`src/rtl/mm_pkg.sv`:
```
// Shared types and constants of the matrix multiply block.
package mm_pkg;

  localparam int MaxDim    = 8;
  localparam int ElemWidth = 16;
  localparam int AccWidth  = 40;
  localparam int IdxWidth  = 3;
  localparam int DimWidth  = 4;
  localparam int FifoDepth = 2;

  typedef enum logic [1:0] {
    ACT_LOAD_LEFT  = 2'd0,
    ACT_LOAD_RIGHT = 2'd1,
    ACT_START      = 2'd2,
    ACT_NONE       = 2'd3
  } action_e;

  typedef enum logic [1:0] {
    REG_LEFT_ROWS  = 2'd0,
    REG_INNER_SIZE = 2'd1,
    REG_RIGHT_COLS = 2'd2
  } reg_idx_e;

  // Command passed from front end to back end: a start request.
  typedef struct packed {
    logic [DimWidth-1:0] nr;
    logic [DimWidth-1:0] nk;
    logic [DimWidth-1:0] nc;
  } cmd_t;

  function automatic logic [DimWidth-1:0] clamp_dim(logic [DimWidth-1:0] d, int max_dim);
    logic [DimWidth-1:0] r;
    r = d;
    if (d == '0) r = DimWidth'(1);
    else if (32'(d) > max_dim) r = DimWidth'(max_dim);
    return r;
  endfunction

endpackage

```
`src/rtl/mm_ram.sv`:
```
// Generic single-port-write, registered-read RAM.
module mm_ram #(
  parameter int Width = 16,
  parameter int Depth = 64
) (
  input  logic                     clk_i,
  input  logic                     we_i,
  input  logic [$clog2(Depth)-1:0] waddr_i,
  input  logic [Width-1:0]         wdata_i,
  input  logic [$clog2(Depth)-1:0] raddr_i,
  output logic [Width-1:0]         rdata_o
);
  logic [Width-1:0] mem [Depth];

  always_ff @(posedge clk_i) begin
    if (we_i) mem[waddr_i] <= wdata_i;
    rdata_o <= mem[raddr_i];
  end
endmodule

```
`src/rtl/mm_front.sv`:
```
// Front end: classifies incoming words, performs loads, queues start commands.
module mm_front #(
  parameter int MaxDimP    = mm_pkg::MaxDim,
  parameter int ElemWidthP = mm_pkg::ElemWidth
) (
  input  logic                          clk_i,
  input  logic                          rst_ni,
  input  logic                          cfg_we_i,
  input  logic [mm_pkg::DimWidth-1:0]   cfg_idx_i,
  input  logic [mm_pkg::DimWidth-1:0]   cfg_data_i,
  input  logic                          in_valid_i,
  output logic                          in_ready_o,
  input  logic [1:0]                    in_action_i,
  input  logic [mm_pkg::IdxWidth-1:0]   in_row_i,
  input  logic [mm_pkg::IdxWidth-1:0]   in_col_i,
  input  logic signed [15:0]            in_elem_i,
  output logic                          left_we_o,
  output logic                          right_we_o,
  output logic [$clog2(MaxDimP*MaxDimP)-1:0] waddr_o,
  output logic [ElemWidthP-1:0]         wdata_o,
  output logic                          cmd_valid_o,
  input  logic                          cmd_ready_i,
  output mm_pkg::cmd_t                  cmd_o,
  input  logic                          busy_i
);
  import mm_pkg::*;

  localparam int AW = $clog2(MaxDimP*MaxDimP);
  localparam int PW = $clog2(FifoDepth);

  logic [DimWidth-1:0] rows_q, inner_q, cols_q;
  cmd_t fifo_q [FifoDepth];
  logic [PW-1:0] wp_q, rp_q;
  logic [PW:0] cnt_q;
  logic acc, is_start, in_range, push, pop;
  logic [ElemWidthP+15:0] ext;

  always_ff @(posedge clk_i or negedge rst_ni) begin
    if (!rst_ni) begin
      rows_q  <= DimWidth'(MaxDim);
      inner_q <= DimWidth'(MaxDim);
      cols_q  <= DimWidth'(MaxDim);
    end else if (cfg_we_i) begin
      case (cfg_idx_i)
        DimWidth'(REG_LEFT_ROWS):  rows_q  <= cfg_data_i;
        DimWidth'(REG_INNER_SIZE): inner_q <= cfg_data_i;
        DimWidth'(REG_RIGHT_COLS): cols_q  <= cfg_data_i;
        default: ;
      endcase
    end
  end

  // Hold starts while the queue is full; hold other words until every queued
  // or running multiply has finished reading the stores.
  assign is_start = (in_action_i == ACT_START);
  assign in_ready_o = is_start ? (cnt_q != (PW+1)'(FifoDepth)) :
                                 ((cnt_q == '0) && !busy_i);
  assign acc = in_valid_i && in_ready_o;
  assign in_range = (32'(in_row_i) < MaxDimP) && (32'(in_col_i) < MaxDimP);
  assign left_we_o  = acc && in_range && (in_action_i == ACT_LOAD_LEFT);
  assign right_we_o = acc && in_range && (in_action_i == ACT_LOAD_RIGHT);
  assign waddr_o = AW'(32'(in_row_i) * MaxDimP + 32'(in_col_i));
  assign ext = {{ElemWidthP{in_elem_i[15]}}, in_elem_i};
  assign wdata_o = ext[ElemWidthP-1:0];

  assign push = acc && is_start;
  assign cmd_valid_o = (cnt_q != '0);
  assign pop = cmd_valid_o && cmd_ready_i;
  assign cmd_o = fifo_q[rp_q];

  always_ff @(posedge clk_i) begin
    if (push) fifo_q[wp_q] <= '{nr: clamp_dim(rows_q, MaxDimP),
                                nk: clamp_dim(inner_q, MaxDimP),
                                nc: clamp_dim(cols_q, MaxDimP)};
  end

  always_ff @(posedge clk_i or negedge rst_ni) begin
    if (!rst_ni) begin
      wp_q <= '0; rp_q <= '0; cnt_q <= '0;
    end else begin
      if (push) wp_q <= PW'(wp_q + 1'b1);
      if (pop)  rp_q <= PW'(rp_q + 1'b1);
      cnt_q <= cnt_q + (PW+1)'(push) - (PW+1)'(pop);
    end
  end
endmodule

```
`src/rtl/mm_back.sv`:
```
// Back end: walks the product, one MAC per cycle while issuing.
module mm_back #(
  parameter int MaxDimP    = mm_pkg::MaxDim,
  parameter int ElemWidthP = mm_pkg::ElemWidth
) (
  input  logic                          clk_i,
  input  logic                          rst_ni,
  input  logic                          cmd_valid_i,
  output logic                          cmd_ready_o,
  input  mm_pkg::cmd_t                  cmd_i,
  output logic [$clog2(MaxDimP*MaxDimP)-1:0] laddr_o,
  output logic [$clog2(MaxDimP*MaxDimP)-1:0] raddr_o,
  input  logic [ElemWidthP-1:0]         ldata_i,
  input  logic [ElemWidthP-1:0]         rdata_i,
  output logic                          out_valid_o,
  input  logic                          out_ready_i,
  output logic [mm_pkg::IdxWidth-1:0]   out_row_o,
  output logic [mm_pkg::IdxWidth-1:0]   out_col_o,
  output logic [mm_pkg::AccWidth-1:0]   out_value_o,
  output logic                          out_last_o,
  output logic                          busy_o
);
  import mm_pkg::*;

  localparam int AW = $clog2(MaxDimP*MaxDimP);
  localparam int PW = 2*ElemWidthP;

  typedef enum logic [2:0] {
    S_IDLE = 3'b001,
    S_RUN  = 3'b010,
    S_OUT  = 3'b100
  } state_e;

  state_e state_q, state_d;
  cmd_t cmd_q;
  logic [IdxWidth-1:0] i_q, j_q, k_q;
  logic rd_v_q, mul_v_q, rd_last_q, mul_last_q;
  logic signed [PW-1:0] prod_q;
  logic [AccWidth-1:0] acc_q;
  logic k_end, j_end, i_end;
  logic signed [PW-1:0] prod_d;

  assign k_end = (4'(k_q) == cmd_q.nk - 4'd1);
  assign j_end = (4'(j_q) == cmd_q.nc - 4'd1);
  assign i_end = (4'(i_q) == cmd_q.nr - 4'd1);

  assign laddr_o = AW'(32'(i_q) * MaxDimP + 32'(k_q));
  assign raddr_o = AW'(32'(k_q) * MaxDimP + 32'(j_q));
  assign prod_d = $signed(ldata_i) * $signed(rdata_i);

  assign cmd_ready_o = (state_q == S_IDLE);
  assign out_valid_o = (state_q == S_OUT);
  assign busy_o = (state_q != S_IDLE);

  logic issuing;
  assign issuing = (state_q == S_RUN) && !rd_last_q && !mul_last_q;

  always_comb begin
    state_d = state_q;
    case (state_q)
      S_IDLE: if (cmd_valid_i) state_d = S_RUN;
      S_RUN:  if (mul_v_q && mul_last_q) state_d = S_OUT;
      S_OUT:  if (out_ready_i) state_d = (i_end && j_end) ? S_IDLE : S_RUN;
      default: state_d = S_IDLE;
    endcase
  end

  always_ff @(posedge clk_i or negedge rst_ni) begin
    if (!rst_ni) begin
      state_q <= S_IDLE;
      rd_v_q <= 1'b0; mul_v_q <= 1'b0; rd_last_q <= 1'b0; mul_last_q <= 1'b0;
      i_q <= '0; j_q <= '0; k_q <= '0; cmd_q <= '0;
    end else begin
      state_q <= state_d;
      rd_v_q <= issuing;
      rd_last_q <= issuing && k_end;
      mul_v_q <= rd_v_q;
      mul_last_q <= rd_last_q;
      case (state_q)
        S_IDLE: if (cmd_valid_i) begin
          cmd_q <= cmd_i; i_q <= '0; j_q <= '0; k_q <= '0;
        end
        S_RUN: if (issuing) k_q <= k_end ? '0 : IdxWidth'(k_q + 1'b1);
        S_OUT: if (out_ready_i) begin
          if (j_end) begin
            j_q <= '0; i_q <= IdxWidth'(i_q + 1'b1);
          end else begin
            j_q <= IdxWidth'(j_q + 1'b1);
          end
        end
        default: ;
      endcase
    end
  end

  always_ff @(posedge clk_i) begin
    if (rd_v_q) prod_q <= prod_d;
    if (state_q == S_OUT && out_ready_i) acc_q <= '0;
    else if (state_q == S_IDLE) acc_q <= '0;
    else if (mul_v_q) acc_q <= acc_q + AccWidth'(prod_q);
  end

  assign out_row_o = i_q;
  assign out_col_o = j_q;
  assign out_value_o = acc_q;
  assign out_last_o = i_end && j_end;
endmodule

```
`src/rtl/matrix_multiply_top.sv`:
```
// Top level of the matrix multiply block.
// Load words are taken one per cycle but wait while a start is queued or a
// multiply is running, so a run always sees the stores as they were when it
// was started; start words queue up to two deep. A start word produces
// left_rows*right_cols product words; each product is computed by the single
// multiply-accumulate unit, which reads one left and one right entry per
// cycle while it runs and pauses while each product word is handed out.
module matrix_multiply_top #(
  parameter int MaxDimP    = mm_pkg::MaxDim,
  parameter int ElemWidthP = mm_pkg::ElemWidth
) (
  input  logic        clk_i,
  input  logic        rst_ni,
  input  logic        cfg_we_i,
  input  logic [3:0]  cfg_idx_i,
  input  logic [3:0]  cfg_data_i,
  input  logic        s_axis_tvalid,
  output logic        s_axis_tready,
  // action[1:0], row_index[4:2], col_index[7:5], element[23:8]
  input  logic [23:0] s_axis_tdata,
  output logic        m_axis_tvalid,
  input  logic        m_axis_tready,
  // out_row[2:0], out_col[5:3], product_value[45:6], zero pad
  output logic [47:0] m_axis_tdata,
  output logic        m_axis_tlast
);
  import mm_pkg::*;

  localparam int AW = $clog2(MaxDimP*MaxDimP);

  logic lwe, rwe, cmd_v, cmd_r, busy;
  logic [AW-1:0] waddr, laddr, raddr;
  logic [ElemWidthP-1:0] wdata, ldata, rdata;
  cmd_t cmd;
  logic [IdxWidth-1:0] orow, ocol;
  logic [AccWidth-1:0] oval;

  mm_front #(.MaxDimP(MaxDimP), .ElemWidthP(ElemWidthP)) u_front (
    .clk_i, .rst_ni, .cfg_we_i, .cfg_idx_i, .cfg_data_i,
    .in_valid_i(s_axis_tvalid), .in_ready_o(s_axis_tready),
    .in_action_i(s_axis_tdata[1:0]), .in_row_i(s_axis_tdata[4:2]),
    .in_col_i(s_axis_tdata[7:5]), .in_elem_i(s_axis_tdata[23:8]),
    .left_we_o(lwe), .right_we_o(rwe), .waddr_o(waddr), .wdata_o(wdata),
    .cmd_valid_o(cmd_v), .cmd_ready_i(cmd_r), .cmd_o(cmd), .busy_i(busy)
  );

  mm_ram #(.Width(ElemWidthP), .Depth(MaxDimP*MaxDimP)) u_left (
    .clk_i, .we_i(lwe), .waddr_i(waddr), .wdata_i(wdata),
    .raddr_i(laddr), .rdata_o(ldata)
  );

  mm_ram #(.Width(ElemWidthP), .Depth(MaxDimP*MaxDimP)) u_right (
    .clk_i, .we_i(rwe), .waddr_i(waddr), .wdata_i(wdata),
    .raddr_i(raddr), .rdata_o(rdata)
  );

  mm_back #(.MaxDimP(MaxDimP), .ElemWidthP(ElemWidthP)) u_back (
    .clk_i, .rst_ni, .cmd_valid_i(cmd_v), .cmd_ready_o(cmd_r), .cmd_i(cmd),
    .laddr_o(laddr), .raddr_o(raddr), .ldata_i(ldata), .rdata_i(rdata),
    .out_valid_o(m_axis_tvalid), .out_ready_i(m_axis_tready),
    .out_row_o(orow), .out_col_o(ocol), .out_value_o(oval),
    .out_last_o(m_axis_tlast), .busy_o(busy)
  );

  assign m_axis_tdata = {2'b00, oval, ocol, orow};
endmodule

```
`config.mk`:
```
export PLATFORM = sky130hd
export DESIGN_NAME = matrix_multiply_top
export DESIGN_NICKNAME = d
export VERILOG_FILES = /design/src/rtl/mm_pkg.sv /design/src/rtl/mm_ram.sv /design/src/rtl/mm_front.sv /design/src/rtl/mm_back.sv /design/src/rtl/matrix_multiply_top.sv
export SDC_FILE = /design/constraint.sdc
export NUM_CORES = 2
export LEC_CHECK = 0
export ABC_CLOCK_PERIOD_IN_PS = 7400
export BUFFER_PORTS_ARGS = -buffer_cell sky130_fd_sc_hd__buf_2
export CORE_UTILIZATION = 60
export DETAILED_ROUTE_END_ITERATION = 10
export PLACE_DENSITY = 0.82
export SYNTH_ARGS = -nofsm -noshare
export SYNTH_HDL_FRONTEND = slang
export SYNTH_HIERARCHICAL = 1
export SYNTH_SLANG_ARGS = --single-unit
```
`constraint.sdc`:
```
create_clock -name clk_i -period 7.4 [get_ports clk_i]
set_clock_uncertainty 0.1 [all_clocks]
set_input_delay 0.74 -clock clk_i [delete_from_list [all_inputs] [get_ports clk_i]]
set_output_delay 0.74 -clock clk_i [all_outputs]
set_load 0.1 [all_outputs]
```
==> impl_metrics.csv <==
group,metric,value,unit
run_status,outcome,"finished, final reports clean",
logic_synthesis,proportion_of_register_bits_with_asynchronous_set_or_reset_after_synthesis,0.01982,
worst_hold_path,worst_hold_startpoint,"cfg_data_i[3]",
global_route,grt_pass1_vias,54290,
global_route,antenna_found_initial,20,
drt,antenna_violating_nets_post_route,0,
timing,grt_setup_unrepaired,"false",
drt,post_drt_wl_per_cell,29.34,microns
clock_network,cts_buffers,208,
logic_synthesis,yosys_register_bits,2220,
floorplanning,die_height,405.5,microns
drt,drt_first_pass_iters,6,
setup_path,rr_endpoint,"u_back/prod_q[30]$_DFFE_PP_",
clock_network,ctsHtreeMaxLevel,4,
clock_network,clock_insertion_delay_worst_skew,0.86,ns
drt,vias_per_cell,6.577,
floorplanning,floorplan.core_area,0.1611,sq mm
global_route,grt_start_max_net_pins,122,
finish,areaGrowthSynthToFinish,9.814,%
timing,layout_min_cycle_time,6.853,ns
setup_path,cpMostUsedCell,"fa_1",
placed_design,weighted_congestion_reported_at_the_end_of_routability_driven_placement,0.9036,
placed_design,buffer_ports.inserted,85,
setup_path,timing.critical_path.cells,"nand2_1, fa_1, inv_1, fa_1, fa_1, fa_1, fa_1, inv_1, fa_1, inv_1, ha_1, nor2b_1, o21ai_0, a41oi_1, o31a_1, o41ai_1, o21ai_0, a21oi_1, xnor2_1",
setup_path,critical_path.reg2reg.startpoint,"u_left/rdata_o[5]$_DFF_P_",
floorplanning,boundaryPins,88,
timing,hold_viol,0,
drt,drt-total-wl,235.8,mm
clock_network,cts.root.buffer_cell,"clkbuf_16",
worst_hold_path,hold_path_depth,2,
logic_synthesis,synth.yosys.seq_area_share,0.6728,
finish,filler_cells_inserted,9961,
clock_network,clk_path_buf_depth,3,
worst_hold_path,hp-class,"in -> reg",
logic_synthesis,synth-edff-count,2104,
logic_synthesis,most_common_flop_cell_mapped_by_yosys,"edfxtp_1",
floorplanning,floorplan.initialDensity,0.6063,
run,maxCapViolations,0,
timing,highest_clock_frequency_the_design_can_meet,0.1459,GHz
floorplanning,dieArea,0.1644,sq mm
setup_path,crit_fanout,16,
drt,drcViolationCount,0,
placed_design,dpl.hpwl,137.4,mm
timing,timing.max_slew.rel_slack,0.09532,
setup_path,cp.arrival,7.30,ns
global_route,grt.overflow.total,0,
timing,number_of_pins_exceeding_their_max_slew_limit_in_the_final_report,0,
timing,finalCritPeriodShare,0.9261,
timing,setup_tns,0,ns
setup_path,path_class,"reg -> reg",
setup_path,critPathCaptureType,"flip-flop",
floorplanning,floorplan.die.width,405.5,microns
clock_network,clkTransAtPathRegs,0.07,ns
setup_path,start_kind,"flip-flop",
logic_synthesis,avgSynthCellArea,17.67,sq um
finish,final_net_count,6123,
drt,dr_total_vias,52850,
clock_network,tritoncts,"yes",
finish,ratio_of_cells_with_drive_above_1_in_the_final_layout,0.1937,
setup_path,worst-r2r-setup-slack,0.55,ns
global_route,global_route_wire_length_before_repair,347.8,mm
setup_path,timing.reg2reg.worst_path_depth,19,
logic_synthesis,mappedNetlistArea,0.09769,sq mm
drt,drt_first_iter_violations,7337,
floorplanning,rows,147,
timing,setup_viol_count_final,0,
setup_path,worst_path_max_delay_cell,"dfxtp_1",
logic_synthesis,synthDistinctLibCells,85,
logic_synthesis,post_synth_inst_count,5528,
clock_network,clk_sinks,2220,
worst_hold_path,hold_end,"u_front/inner_q[3]$_DFFE_PN1P_",
global_route,grt_use_total,0.2904,
setup_path,critPathMaxStageDelay,0.71,ns
setup_path,critical_path_rt,7.85,ns
logic_synthesis,ys.warnings.count,6,
timing,timing_worst_slew_pin_value,1.352,ns
state kept, by name, summed over array words and instances (netlist names), 4 cells and up:
| name | flops |
|---|---|
| u_back/cmd_q | 12 |
| u_back/out_value_o | 40 |
| u_back/prod_q | 32 |
| u_front/cols_q | 4 |
| u_front/fifo_q | 24 |
| u_front/inner_q | 4 |
| u_front/rows_q | 4 |
| u_left/mem | 1024 |
| u_left/rdata_o | 16 |
| u_right/mem | 1024 |
| u_right/rdata_o | 16 |
worst max path at each step:
stage | startpoint | to | slack (ns) | cells past startpoint
after floorplan | u_right/rdata_o[10]$_DFF_P_ | u_back/prod_q[30]$_DFFE_PP_ | 1.20 | 21
after global placement | u_left/rdata_o[7]$_DFF_P_ | u_back/prod_q[30]$_DFFE_PP_ | 0.62 | 20
after detailed placement | u_left/rdata_o[6]$_DFF_P_ | u_back/prod_q[30]$_DFFE_PP_ | 0.50 | 20
after CTS | u_left/rdata_o[6]$_DFF_P_ | u_back/prod_q[30]$_DFFE_PP_ | 0.50 | 20
after global routing | u_right/rdata_o[14]$_DFF_P_ | u_back/prod_q[30]$_DFFE_PP_ | 0.02 | 20
final | u_left/rdata_o[5]$_DFF_P_ | u_back/prod_q[30]$_DFFE_PP_ | 0.55 | 19
cell usage in the layout (no fill, tap or decap), drive strengths merged, types with 138 or more instances in the layout:
| cell type | netlist | layout |
|---|---|---|
| mux4 | 448 | 448 |
| clkbuf | 108 | 271 |
| mux2i | 192 | 192 |
| edfxtp | 2104 | 2104 |
| inv | 331 | 337 |
| nor2 | 250 | 250 |
| buf | 189 | 251 |
| and2 | 138 | 138 |
| fa | 263 | 263 |
| nand2 | 323 | 323 |
synthesized netlist by cell type (14+ instances only):
cell type     n  share of area
o21ai_0      64         0.0033
inv_1       331          0.013
buf_6        34         0.0039
clkbuf_1    102         0.0039
dfrtp_1      40          0.010
buf_2        73         0.0037
nand3_1      64         0.0033
and2_1      138         0.0088
a21o_1       21         0.0016
nor3_1       17        0.00087
mux2_2       71         0.0082
mux4_2      440           0.10
buf_4        59         0.0045
dfxtp_1      72          0.015
nand2_1     321          0.012
edfxtp_1   2104           0.65
nand2b_1     14        0.00090
a221oi_1     33         0.0030
xnor2_1      56         0.0050
nor2b_1      75         0.0048
a31oi_1      24         0.0015
nand4_1      34         0.0022
a311oi_1     16         0.0014
ha_1        128          0.016
mux2i_1     192          0.020
a21oi_1     114         0.0058
a211o_1      22         0.0020
a22oi_1      78         0.0060
a211oi_1     30         0.0023
xor2_1       29         0.0026
nor2_1      246         0.0095
fa_1        263          0.054
logic make-up (layout without fill, tap and decap cells):
logic type,count (synthesis),in the layout,synth area share
multiplexers,719,719,0.1324
AO/OA/AOI/OAI,506,506,0.03599
XOR/XNOR,85,85,0.007621
other,1,8,0.00003839
buffers and inverters,630,971,0.03251
flip-flops,2220,2220,0.6728
AND/OR/NAND/NOR,976,976,0.04833
adder cells (fa/ha/maj),391,391,0.07029
stage by stage:
stage	util	hold WS [ns]	instance area, sq um	std cells	setup slack, ns
2_1_floorplan	-	0.2755	97690	5529	1.198
3_3_place_gp	0.6233	0.2838	100400	7643	0.6201
3_5_place_dp	0.6233	0.3084	100400	7643	0.5043
4_1_cts	0.6657	0.0006768	107300	8030	0.4973
5_1_grt	0.6657	0.02273	107300	8031	0.01974
6_report	0.6658	0.04830	107300	8036	0.5470
routing by layer:
layer | vias to the layer above | wire length, microns | global-route usage
met3 | 725 | 25190 | 0.06664
met5 | - | 168 | 0
met2 | 3516 | 115600 | 0.4771
li1 | 21590 | - | -
met4 | 24 | 11030 | 0.1260
met1 | 27000 | 83790 | 0.3741
timing repair:
| item | in CTS | in global routing |
|---|---|---|
| endpoints found under the hold margin | 41 | 0 |
| setup buffers | 0 | 0 |
| setup endpoints to repair | 0 | 1 |
| gates resized for setup | 0 | 1 |
| hold buffers | 2 | 0 |
layout make-up:
class / count / area (sq um) / share of cell area
clock buffer: 271 / 5594 / 0.05215
antenna: 6 / 15.01 / 0.0001400
tap: 2160 / 2703 / 0.02519
multi-input combinational: 2679 / 28890 / 0.2693
inverter: 333 / 1250 / 0.01165
timing repair buffer: 253 / 1857 / 0.01731
sequential: 2220 / 65760 / 0.6130
clock inverter: 114 / 1212 / 0.01130
critical path, delay by kind of cell, from the launching register on:
family                     cells  cell delay [ns]
adders and majority gates      7             3.52
AOI/OAI and AO/OA              6             1.68
DFF                            1             0.71
and+or+nand+nor                2             0.31
buffers and inverters          3             0.15
xor gates and xnor gates       1             0.08
Power is not shown: default switching activity piles up to over one toggle a cycle in this logic, so the estimate is an artifact.
